$ cat config.mk
export PLATFORM = sky130hd
export DESIGN_NAME = png_chunk_stream_checker_core_flat
export DESIGN_NICKNAME = d
export VERILOG_FILES = /design/src/hdl/pcsc_pkg.sv /design/src/hdl/pcsc_stream_if.sv /design/src/hdl/png_chunk_stream_checker_core.sv /design/src/flat_wrapper.sv
export SDC_FILE = /design/constraint.sdc
export NUM_CORES = 1
export LEC_CHECK = 0
export ABC_CLOCK_PERIOD_IN_PS = 58800
export BUFFER_PORTS_ARGS = -buffer_cell sky130_fd_sc_hd__buf_2
export CAP_MARGIN = 20
export CORE_MARGIN = 4
export CORE_UTILIZATION = 58
export DETAILED_ROUTE_END_ITERATION = 8
export PLACE_DENSITY = 0.82
export SYNTH_ARGS = -nofsm -noshare
export SYNTH_HDL_FRONTEND = slang
export SYNTH_SLANG_ARGS = --single-unit
$ cat constraint.sdc
create_clock -name clk_i -period 58.8 [get_ports clk_i]
set_input_delay 2.94 -clock clk_i [delete_from_list [all_inputs] [get_ports clk_i]]
set_output_delay 2.94 -clock clk_i [all_outputs]
set_load 0.03 [all_outputs]
$ cat src/hdl/pcsc_pkg.sv
`timescale 1ns / 1ps

package pcsc_pkg;

  typedef enum logic [5:0] {
    PH_SIG  = 6'b000001,
    PH_LEN  = 6'b000010,
    PH_TYPE = 6'b000100,
    PH_DATA = 6'b001000,
    PH_CRC  = 6'b010000,
    PH_DONE = 6'b100000
  } phase_e;

  typedef enum logic [2:0] {
    ST_OK      = 3'd0,
    ST_IEND    = 3'd1,
    ST_BAD_SIG = 3'd2,
    ST_BAD_CRC = 3'd3,
    ST_TRUNC   = 3'd4
  } status_e;

  localparam logic [31:0] CRC_POLY  = 32'hEDB8_8320;
  localparam logic [31:0] ALL_ONES  = 32'hFFFF_FFFF;
  localparam logic [31:0] KIND_IHDR = 32'h4948_4452;
  localparam logic [31:0] KIND_IEND = 32'h4945_4E44;

  localparam logic [7:0] SIG_BYTES [8] = '{
    8'd137, 8'd80, 8'd78, 8'd71, 8'd13, 8'd10, 8'd26, 8'd10
  };

  typedef struct packed {
    phase_e      phase;
    logic [31:0] fcnt;
    logic        sig_ok;
    logic [31:0] len;
    logic [31:0] kind;
    logic [31:0] stored;
    logic [31:0] crc;
    logic [31:0] acc;
    logic [31:0] width;
    logic [31:0] height;
    logic [7:0]  depth;
    logic [7:0]  colour;
    logic [31:0] pend_w;
    logic [31:0] pend_h;
    logic [7:0]  pend_d;
    logic [7:0]  pend_c;
  } state_t;

  localparam state_t STATE_RESET = '{
    phase:  PH_SIG,
    fcnt:   32'd0,
    sig_ok: 1'b1,
    len:    32'd0,
    kind:   32'd0,
    stored: 32'd0,
    crc:    ALL_ONES,
    acc:    32'd0,
    width:  32'd0,
    height: 32'd0,
    depth:  8'd0,
    colour: 8'd0,
    pend_w: 32'd0,
    pend_h: 32'd0,
    pend_d: 8'd0,
    pend_c: 8'd0
  };

  // Reflected CRC-32 update over one byte, bit by bit.
  function automatic logic [31:0] crc_byte(input logic [31:0] crc_in, input logic [7:0] b);
    logic [31:0] c;
    c = crc_in ^ {24'd0, b};
    for (int k = 0; k < 8; k++) begin
      c = c[0] ? (CRC_POLY ^ (c >> 1)) : (c >> 1);
    end
    return c;
  endfunction

endpackage

$ cat src/hdl/pcsc_stream_if.sv
`timescale 1ns / 1ps

interface pcsc_in_if;
  logic       valid;
  logic       ready;
  logic [7:0] data_byte;
  logic       file_start;
  logic       file_end;

  modport source (output valid, data_byte, file_start, file_end, input ready);
  modport sink (input valid, data_byte, file_start, file_end, output ready);
endinterface

interface pcsc_out_if;
  logic        valid;
  logic        ready;
  logic [2:0]  status;
  logic [31:0] chunk_number;
  logic [31:0] chunk_kind;
  logic [31:0] chunk_bytes;
  logic [31:0] chunk_check;
  logic [31:0] image_width;
  logic [31:0] image_height;
  logic [7:0]  bit_depth;
  logic [7:0]  color_kind;

  modport source (
    output valid, status, chunk_number, chunk_kind, chunk_bytes, chunk_check,
           image_width, image_height, bit_depth, color_kind,
    input  ready
  );
  modport sink (
    input  valid, status, chunk_number, chunk_kind, chunk_bytes, chunk_check,
           image_width, image_height, bit_depth, color_kind,
    output ready
  );
endinterface

$ cat src/hdl/png_chunk_stream_checker_core.sv
`timescale 1ns / 1ps

// PNG chunk stream checker. Takes one file byte per beat and accepts a new beat
// every clock cycle unless a result waits unread at the output; a result beat for
// the byte that completes a chunk passes the input register, then parsing and the
// CRC-32 update into the result register. The one-byte CRC update is the longest
// path and sets the rate of one byte per cycle. A waiting result holds the parse
// stage, so a byte enters the input register only while it is empty. file_start
// on a byte restarts the parse from that byte; after an IEND, a bad signature, a
// CRC mismatch or an early file end, bytes are dropped until the next file_start.
module png_chunk_stream_checker_core (
  input  logic clk_i,
  input  logic rst_ni,
  pcsc_in_if.sink    in_i,
  pcsc_out_if.source out_o
);

  // Input register
  logic       in_valid_q;
  logic [7:0] in_byte_q;
  logic       in_start_q;
  logic       in_end_q;

  // Parse state
  pcsc_pkg::state_t state_q, state_d;

  // Result register
  logic              out_valid_q;
  pcsc_pkg::status_e out_status_q, status_d;
  pcsc_pkg::state_t  out_snap_q, snap_d;

  logic        stage_go;
  logic        stage_fire;
  logic        have_d;
  logic [31:0] fc_inc;

  assign stage_go   = !out_valid_q || out_o.ready;
  assign stage_fire = stage_go && in_valid_q;
  assign in_i.ready = !in_valid_q || stage_go;

  always_comb begin
    state_d  = in_start_q ? pcsc_pkg::STATE_RESET : state_q;
    have_d   = 1'b0;
    status_d = pcsc_pkg::ST_OK;
    fc_inc   = state_d.fcnt + 32'd1;

    unique case (state_d.phase)
      pcsc_pkg::PH_SIG: begin
        if (in_byte_q != pcsc_pkg::SIG_BYTES[state_d.fcnt[2:0]]) begin
          state_d.sig_ok = 1'b0;
        end
        state_d.fcnt = fc_inc;
        if (fc_inc == 32'd8) begin
          state_d.fcnt = 32'd0;
          if (!state_d.sig_ok) begin
            have_d        = 1'b1;
            status_d      = pcsc_pkg::ST_BAD_SIG;
            state_d.phase = pcsc_pkg::PH_DONE;
          end else begin
            state_d.phase = pcsc_pkg::PH_LEN;
          end
        end
      end
      pcsc_pkg::PH_LEN: begin
        state_d.len  = {state_d.len[23:0], in_byte_q};
        state_d.fcnt = fc_inc;
        if (fc_inc == 32'd4) begin
          state_d.fcnt  = 32'd0;
          state_d.crc   = pcsc_pkg::ALL_ONES;
          state_d.phase = pcsc_pkg::PH_TYPE;
        end
      end
      pcsc_pkg::PH_TYPE: begin
        state_d.kind = {state_d.kind[23:0], in_byte_q};
        state_d.crc  = pcsc_pkg::crc_byte(state_d.crc, in_byte_q);
        state_d.fcnt = fc_inc;
        if (fc_inc == 32'd4) begin
          state_d.fcnt   = 32'd0;
          state_d.pend_w = 32'd0;
          state_d.pend_h = 32'd0;
          state_d.pend_d = 8'd0;
          state_d.pend_c = 8'd0;
          state_d.phase  = (state_d.len != 32'd0) ? pcsc_pkg::PH_DATA : pcsc_pkg::PH_CRC;
        end
      end
      pcsc_pkg::PH_DATA: begin
        state_d.crc = pcsc_pkg::crc_byte(state_d.crc, in_byte_q);
        // The first ten IHDR data bytes hold width, height, depth and colour type.
        if (state_d.kind == pcsc_pkg::KIND_IHDR && state_d.fcnt < 32'd10) begin
          priority if (state_d.fcnt[3:0] < 4'd4) begin
            state_d.pend_w |= {24'd0, in_byte_q} << {(2'd3 - state_d.fcnt[1:0]), 3'b000};
          end else if (state_d.fcnt[3:0] < 4'd8) begin
            state_d.pend_h |= {24'd0, in_byte_q} << {(2'd3 - state_d.fcnt[1:0]), 3'b000};
          end else if (state_d.fcnt[3:0] == 4'd8) begin
            state_d.pend_d = in_byte_q;
          end else begin
            state_d.pend_c = in_byte_q;
          end
        end
        state_d.fcnt = fc_inc;
        if (fc_inc == state_d.len) begin
          state_d.fcnt  = 32'd0;
          state_d.phase = pcsc_pkg::PH_CRC;
        end
      end
      pcsc_pkg::PH_CRC: begin
        state_d.stored = {state_d.stored[23:0], in_byte_q};
        state_d.fcnt   = fc_inc;
        if (fc_inc == 32'd4) begin
          state_d.fcnt = 32'd0;
          have_d       = 1'b1;
          if ((state_d.crc ^ pcsc_pkg::ALL_ONES) != state_d.stored) begin
            status_d      = pcsc_pkg::ST_BAD_CRC;
            state_d.phase = pcsc_pkg::PH_DONE;
          end else begin
            if (state_d.acc != pcsc_pkg::ALL_ONES) begin
              state_d.acc = state_d.acc + 32'd1;
            end
            if (state_d.kind == pcsc_pkg::KIND_IEND) begin
              status_d      = pcsc_pkg::ST_IEND;
              state_d.phase = pcsc_pkg::PH_DONE;
            end else begin
              if (state_d.kind == pcsc_pkg::KIND_IHDR) begin
                state_d.width  = state_d.pend_w;
                state_d.height = state_d.pend_h;
                state_d.depth  = state_d.pend_d;
                state_d.colour = state_d.pend_c;
              end
              status_d      = pcsc_pkg::ST_OK;
              state_d.phase = pcsc_pkg::PH_LEN;
            end
          end
        end
      end
      pcsc_pkg::PH_DONE: begin
      end
      default: begin
      end
    endcase

    if (in_end_q && state_d.phase != pcsc_pkg::PH_DONE) begin
      have_d        = 1'b1;
      status_d      = pcsc_pkg::ST_TRUNC;
      state_d.phase = pcsc_pkg::PH_DONE;
    end

    // The result shows the chunk fields before they are cleared for the next chunk.
    snap_d = state_d;
    if (have_d && state_d.phase == pcsc_pkg::PH_LEN) begin
      state_d.len    = 32'd0;
      state_d.kind   = 32'd0;
      state_d.stored = 32'd0;
    end
  end

  always_ff @(posedge clk_i or negedge rst_ni) begin
    if (!rst_ni) begin
      in_valid_q  <= 1'b0;
      out_valid_q <= 1'b0;
      state_q     <= pcsc_pkg::STATE_RESET;
    end else begin
      if (in_i.ready) begin
        in_valid_q <= in_i.valid;
      end
      if (stage_go) begin
        out_valid_q <= in_valid_q && have_d;
      end
      if (stage_fire) begin
        state_q <= state_d;
      end
    end
  end

  always_ff @(posedge clk_i) begin
    if (in_i.ready && in_i.valid) begin
      in_byte_q  <= in_i.data_byte;
      in_start_q <= in_i.file_start;
      in_end_q   <= in_i.file_end;
    end
    if (stage_fire && have_d) begin
      out_status_q <= status_d;
      out_snap_q   <= snap_d;
    end
  end

  assign out_o.valid        = out_valid_q;
  assign out_o.status       = out_status_q;
  assign out_o.chunk_number = out_snap_q.acc;
  assign out_o.chunk_kind   = out_snap_q.kind;
  assign out_o.chunk_bytes  = out_snap_q.len;
  assign out_o.chunk_check  = out_snap_q.stored;
  assign out_o.image_width  = out_snap_q.width;
  assign out_o.image_height = out_snap_q.height;
  assign out_o.bit_depth    = out_snap_q.depth;
  assign out_o.color_kind   = out_snap_q.colour;

  // A new result beat only ever comes from a byte handled by the parse stage.
  assert property (@(posedge clk_i) disable iff (!rst_ni)
    $rose(out_valid_q) |-> $past(stage_fire))
    else $error("result beat without a parsed byte");

  // Once the parse is finished, bytes without file_start give no result.
  assert property (@(posedge clk_i) disable iff (!rst_ni)
    stage_fire && !in_start_q && state_q.phase == pcsc_pkg::PH_DONE |-> !have_d)
    else $error("result after the parse had finished");

  // The chunk count only grows within one file.
  assert property (@(posedge clk_i) disable iff (!rst_ni)
    stage_fire && !in_start_q |-> state_d.acc >= state_q.acc)
    else $error("chunk count went down without a file start");

  // A bad signature is reported before any chunk is seen.
  assert property (@(posedge clk_i) disable iff (!rst_ni)
    stage_fire && have_d && status_d == pcsc_pkg::ST_BAD_SIG |->
      snap_d.acc == 32'd0 && snap_d.kind == 32'd0 && snap_d.len == 32'd0)
    else $error("bad signature result carries chunk fields");

endmodule
$ cat src/flat_wrapper.sv
// flat-port wrapper written by rule: the top's interface ports become plain ports
module png_chunk_stream_checker_core_flat 
  (clk_i, rst_ni, in_i_valid, in_i_data_byte, in_i_file_start, in_i_file_end, in_i_ready, out_o_valid, out_o_status, out_o_chunk_number, out_o_chunk_kind, out_o_chunk_bytes, out_o_chunk_check, out_o_image_width, out_o_image_height, out_o_bit_depth, out_o_color_kind, out_o_ready);
  pcsc_in_if in_i_i ();
  pcsc_out_if out_o_i ();
  input  logic clk_i;
  input  logic rst_ni;
  input wire logic [$bits(in_i_i.valid)-1:0] in_i_valid;
  input wire logic [$bits(in_i_i.data_byte)-1:0] in_i_data_byte;
  input wire logic [$bits(in_i_i.file_start)-1:0] in_i_file_start;
  input wire logic [$bits(in_i_i.file_end)-1:0] in_i_file_end;
  output wire logic [$bits(in_i_i.ready)-1:0] in_i_ready;
  output wire logic [$bits(out_o_i.valid)-1:0] out_o_valid;
  output wire logic [$bits(out_o_i.status)-1:0] out_o_status;
  output wire logic [$bits(out_o_i.chunk_number)-1:0] out_o_chunk_number;
  output wire logic [$bits(out_o_i.chunk_kind)-1:0] out_o_chunk_kind;
  output wire logic [$bits(out_o_i.chunk_bytes)-1:0] out_o_chunk_bytes;
  output wire logic [$bits(out_o_i.chunk_check)-1:0] out_o_chunk_check;
  output wire logic [$bits(out_o_i.image_width)-1:0] out_o_image_width;
  output wire logic [$bits(out_o_i.image_height)-1:0] out_o_image_height;
  output wire logic [$bits(out_o_i.bit_depth)-1:0] out_o_bit_depth;
  output wire logic [$bits(out_o_i.color_kind)-1:0] out_o_color_kind;
  input wire logic [$bits(out_o_i.ready)-1:0] out_o_ready;
  assign in_i_i.valid = in_i_valid;
  assign in_i_i.data_byte = in_i_data_byte;
  assign in_i_i.file_start = in_i_file_start;
  assign in_i_i.file_end = in_i_file_end;
  assign in_i_ready = in_i_i.ready;
  assign out_o_valid = out_o_i.valid;
  assign out_o_status = out_o_i.status;
  assign out_o_chunk_number = out_o_i.chunk_number;
  assign out_o_chunk_kind = out_o_i.chunk_kind;
  assign out_o_chunk_bytes = out_o_i.chunk_bytes;
  assign out_o_chunk_check = out_o_i.chunk_check;
  assign out_o_image_width = out_o_i.image_width;
  assign out_o_image_height = out_o_i.image_height;
  assign out_o_bit_depth = out_o_i.bit_depth;
  assign out_o_color_kind = out_o_i.color_kind;
  assign out_o_i.ready = out_o_ready;
  png_chunk_stream_checker_core u_core (.clk_i(clk_i), .rst_ni(rst_ni), .in_i(in_i_i), .out_o(out_o_i));
endmodule
; ---- Word level (Yosys, flattened, before mapping)
; Memories as Yosys holds them, arrays and structs flattened.
; Index checks and enable logic that the tools add are counted.
[word_totals]
register_bits = 582
latchBits = 0
mem_bits_rw = 0
rom_bits = 64
in_bits = 14
out_inout_bits = 213
elab_cells = 138
mem_count = 1
[memory_table]
columns = name, depth, width, rd, rd_ports_with_merged_regs, write_ports, line_no
row1 = (no name shown), 8, 8, 1, 0, 0, png_chunk_stream_checker_core.sv:49  ; if (in_byte_q != pcsc_pkg::SIG_BYTES[state_d.fcnt[2:0]]) begin
[classes]
add_sub_neg = 3
mul = 0
div_mod_pow = 0
order_cmp = 4
n_eq_ne = 16
shifts = 1
muxes = 57
n_bitwise = 13
reduce_logical = 13
[op_table]
columns = op, n
row1 = $mux 32, 15
row2 = $mux 359, 1
row3 = $mux 112, 3
row4 = $mux 80, 4
row5 = $mux 38, 5
row6 = $pmux 38 s5, 1
row7 = $pmux 80 s2, 1
row8 = $not 13->14, 8
row9 = $mux 96, 1
row10 = $add 32x1->32 const B, 2
row11 = $eq 32x31->1 const B, 2
row12 = $or 32x32->32, 2
row13 = $pmux 32 s2, 1
row14 = $mux 48, 1
row15 = $eq 32x3->1 const B, 1
row16 = $eq 32x32->1, 1
row17 = $eq 32x4->1 const B, 1
row18 = $lt 32x4->1 const B, 1
row19 = $mux 8, 4
row20 = $ne 32x32->1, 1
row21 = $ne 32x32->1 const B, 1
row22 = $not 32->32, 1
row23 = $reduce_bool 32->1, 1
row24 = $shl 8x5->32, 1
row25 = other kinds (26), 47

; ---- Logic depth before layout (Yosys ltp)
[logic_depth]
ltp_word = 19
depth_mapped = 19
ltp_nobuf = 12

; ---- Worst setup path after synthesis
; Ideal clock, no wire load.
[synth_path]
path_kind = input-to-reg
startpoint = in out_o_ready
endpoint = reg u_core.out_snap_q (netlist bit u_core.out_o.bit_depth[0]), enable pin
setup_ns = 1.042
arrival_ns = 18.103
t_required_ns = 57.758
setup_slack_ns = 39.655
path_stages = 6
path_buffers = 3
cell_sequence = nand2b_1 -> nand2_1 -> clkbuf_1 -> clkbuf_1 -> clkbuf_1 -> nor3_1
[synth_between]
elab_chain_len = 3
[synth_rtl]
columns = item, line_no
row1 = start: declaration, flat_wrapper.sv:23  ; input wire logic [$bits(out_o_i.ready)-1:0] out_o_ready;
row2 = $logic_or 1x1->1, png_chunk_stream_checker_core.sv:37  ; assign stage_go = !out_valid_q || out_o.ready;
row3 = $logic_and 1x1->1, png_chunk_stream_checker_core.sv:38  ; assign stage_fire = stage_go && in_valid_q;
row4 = $logic_and 1x1->1, png_chunk_stream_checker_core.sv:180  ; if (stage_fire && have_d) begin
row5 = end signal: assignment, png_chunk_stream_checker_core.sv:182  ; out_snap_q <= snap_d;
row6 = end: declaration, png_chunk_stream_checker_core.sv:30  ; pcsc_pkg::state_t out_snap_q, snap_d;
; No other way between the ends.
; A chain may end at the register's enable or synchronous reset.

; ---- Final worst setup path
[layout_path]
startpoint = reg u_core.in_start_q
endpoint = reg u_core.out_snap_q (netlist bit u_core.out_o.chunk_check[9]), enable pin
[layout_between]
elab_chain_len = 15
elab_cells_between_ends = 39
classes_between = 1 x add/sub / 12 x eq/ne / 20 x mux / 2 x bitwise / 3 x reduce/logical / 1 x memory
[layout_rtl]
columns = item, line_no
row1 = start: declaration, png_chunk_stream_checker_core.sv:21  ; logic in_start_q;
row2 = start signal: assignment, png_chunk_stream_checker_core.sv:177  ; in_start_q <= in_i.file_start;
row3 = $mux 359 *, png_chunk_stream_checker_core.sv:42  ; state_d = in_start_q ? pcsc_pkg::STATE_RESET : state_q;
row4 = branches (longest 12 deep; another with $add 32x1->32), -
row5 = $mux 1 *, png_chunk_stream_checker_core.sv:141  ; if (in_end_q && state_d.phase != pcsc_pkg::PH_DONE) begin
row6 = $logic_and 1x1->1 *, png_chunk_stream_checker_core.sv:180
; Mark *: on every way between the ends. The select of a mux whose other input is x is not followed.

==> impl_metrics.py <==
metrics = {
    "pwr": {
        "power_density_mw_per_mm2": 29.4,
        "p_leak_uw": 0.0125,
        "power_uw": 929,
        "peakVddDrop_v": 0.0000238,
    },
    "detailed_routing": {
        "firstDrtPassIters": 6,
        "wirelength_um": 80700,
        "post_drt_wl_per_cell_um": 22.8,
        "via_per_inst": 6.52,
        "final_antenna_net_count": 0,
        "drt_iter0_drc": 2877,
        "drc": 0,
        "via_count": 23000,
    },
    "critical_path": {
        "end_kind": "flop",
        "start_kind": "flop",
        "critPathMaxFanout": 196,
        "worstPathArrival_ps": 7340,
        "worst_ep_required_time_ps": 59050,
        "path_class": "reg2reg",
    },
    "synthesis": {
        "synth_fp_nets": 2771,
        "ys_seq_area_share_pct": 55.4,
        "yosysTopAreaCell": "dfrtp_1",
        "synth_common_cells": "nand2_1 (467), dfrtp_1 (327), nor2_1 (245), edfxtp_1 (221), o21ai_0 (162)",
        "synthTopCellsByArea": "dfrtp_1 (29%), edfxtp_1 (23%), nand2_1 (6.2%)",
        "synth_cell_types": 89,
        "synth_edf_count": 221,
        "synth_seq_cells": 582,
        "syn_area_mm2": 0.0284,
        "synthArstFlopShare_pct": 62.0,
        "syn_area_per_cell_um2": 10.3,
        "syn_inst": 2754,
        "yosysWarnings": 0,
        "synthFlopType": "dfrtp_1",
        "synth.most_common_cell": "nand2_1",
        "synth_top_area_share_pct": 28.8,
    },
    "timing": {
        "finalSetupTns_ps": 0,
        "skew_ps": 15.7,
        "slew_headroom_pct": 18.3,
        "rsz0062_at_grt": "no",
        "finalHoldViolations": 0,
        "hold_ws_ps": 475,
        "worst_pin_slew_ps": 1230,
        "slew_violations": 0,
        "max_freq_mhz": 141,
        "period_minus_slack_ps": 7090,
        "post-route-period-util_pct": 12.1,
        "setup_viol": 0,
    },
    "job": {
        "cap_violations": 0,
    },
    "clocking": {
        "cts_buffers": 58,
        "clk_pin_slew_worst_paths_ps": 60,
        "cts_root_buf": "clkbuf_16",
        "post_cts_resized": 0,
        "htreeDepth": 2,
        "cts_hold_buf": 0,
        "worstSkewPairLatency_ps": 630,
        "clk_path_buf_depth": 3,
        "cts_setup_buffers": 0,
        "cts_tree": "done",
        "cts_sinks": 582,
    },
    "floorplan": {
        "die-area_mm2": 0.0525,
        "row_count": 80,
        "start_util_pct": 59.1,
        "die_h_um": 229,
        "die_x_um": 229,
        "pin_count": 227,
        "core_area_mm2": 0.0480,
    },
    "placed_design": {
        "place_area_mm2": 0.0297,
        "dp_hpwl_um": 52200,
        "port_buffers": 226,
        "dp_cells": 3421,
        "gp_congestion": 0.993,
    },
    "final_layout": {
        "drive_gt1_share_pct": 14.8,
        "stdcell_area_mm2": 0.0317,
        "num-fill-cells": 3624,
        "syn_to_final_growth_pct": 11.6,
        "fin_cells": 3534,
        "fin_nets": 2885,
    },
    "grt": {
        "grt_pass1_wl_um": 126000,
        "grt_max_degree": 267,
        "overflow": 0,
        "grt_pass1_vias": 22500,
        "grtUsageTotal_pct": 29.9,
        "antenna_found_initial": 0,
    },
    "worst_hold_path": {
        "hp-class": "reg2reg",
    },
    "status": {
        "status": "complete, no violations",
    },
}
placed cells by master, fill, tap and decap left out, types with 11 or more instances in the layout:
cell / count
nand2_1: 466
dfrtp_1: 327
nor2_1: 244
buf_2: 225
edfxtp_1: 221
o21ai_0: 162
a21oi_1: 142
a22o_1: 116
mux2i_1: 105
xnor2_1: 95
o31ai_1: 93
nand3_1: 65
clkbuf_16: 61
nor3_1: 46
nor4_1: 40
xor2_1: 39
dfstp_2: 34
and3_1: 32
buf_4: 27
nand4_1: 26
nor2b_1: 17
inv_1: 17
nand2b_1: 15
o22ai_1: 15
and4_1: 14
clkbuf_1: 14
and2_1: 12
a31oi_1: 12
clkinv_2: 12
o211ai_1: 11
per-stage QoR:
stage	utilization, %	setup slack (ps)
2_1_floorplan	-	39660
3_3_place_gp	61.7	52110
3_5_place_dp	61.7	51970
4_1_cts	65.8	51920
5_1_grt	65.9	51410
6_report	65.9	51710
kinds of logic (layout without fill, tap and decap cells):
logic type                 count (synthesis)  in the layout  share of synthesized area [%]
xor gates and xnor gates                 135            135                           4.19
DFF                                      582            582                           55.4
and+or+nand+nor                         1053           1053                           17.4
adders and majority gates                  3              3                          0.132
muxes                                    111            111                           3.94
other                                      0              1                              0
buffers and inverters                    223            387                           3.57
AOI/OAI and AO/OA                        647            647                           15.3
cell type report:
type                    instances  area, µm²  share of cell area [%]
diodes                          1       2.50                 0.00791
clock buffers                  83       1690                    5.34
clock inverters                27        270                   0.854
inverters                      18       67.6                   0.213
multi-input cells            1949      11700                    36.9
flip-flops and latches        582      15700                    49.6
well taps                     615        769                    2.43
repair buffers                259       1460                    4.62
report_power, final:
| part | leakage (µW) | total, µW | switching, µW | internal (µW) |
|---|---|---|---|---|
| registers | 0.00698 | 446 | 9.61 | 437 |
| clock network | 0.000962 | 377 | 159 | 218 |
| logic | 0.00455 | 106 | 83.0 | 23.2 |
worst max-delay path, cell delays in order (launching register included):
cell and delay [ps]:
edfxtp_1 370, buf_12 460, buf_12 560, nor2_1 140
xnor2_1 830, ha_1 300, o311ai_0 140, nor2_1 150
nand4_1 390, or4_1 640, a21oi_1 240, a21o_1 140
o31ai_2 80, and4_1 260, nor3_2 230, buf_4 490
buf_4 800
layer usage:
metal | vias to the layer above | GRT usage (%) | share of wire (%)
li1 | 10200 | - | -
met1 | 11400 | 41.2 | 41
met2 | 1197 | 48.2 | 48
met3 | 222 | 5.39 | 8.1
met4 | 0 | 10.4 | 3.6
met5 | - | 0 | 0
sequential cells by signal, indices dropped and copies added (netlist names):
name and count:
u_core.in_valid_q 1, u_core.out_o.color_kind 8, u_core.out_o.valid 1, u_core.in_end_q 1, u_core.in_byte_q 8, u_core.out_o.bit_depth 8
u_core.out_o.status 3, u_core.out_o.chunk_number 32, u_core.in_start_q 1, u_core.state_q 359, u_core.out_o.image_height 32, u_core.out_o.chunk_bytes 32
u_core.out_o.image_width 32, u_core.out_o.chunk_check 32, u_core.out_o.chunk_kind 32
path summary, 6_finish.rpt:
path                                            startpoint                                    end  slack [ps]  cells past startpoint
min in group asynchronous                           rst_ni        u_core.state_q[250]$_DFFE_PN0P_        2310                      1
max in group asynchronous                           rst_ni        u_core.state_q[174]$_DFFE_PN0P_       54960                      2
hold / removal             u_core.state_q[105]$_DFFE_PN0P_        u_core.state_q[105]$_DFFE_PN0P_         480                      2
setup / recovery               u_core.in_start_q$_DFFE_PP_  u_core.out_o.chunk_check[9]$_DFFE_PP_       51710                     16
setup reg to reg               u_core.in_start_q$_DFFE_PP_  u_core.out_o.chunk_check[9]$_DFFE_PP_       51710                     16
hold reg to reg            u_core.state_q[105]$_DFFE_PN0P_        u_core.state_q[105]$_DFFE_PN0P_         480                      2
Note: power is estimated with default switching activity, not from simulation.
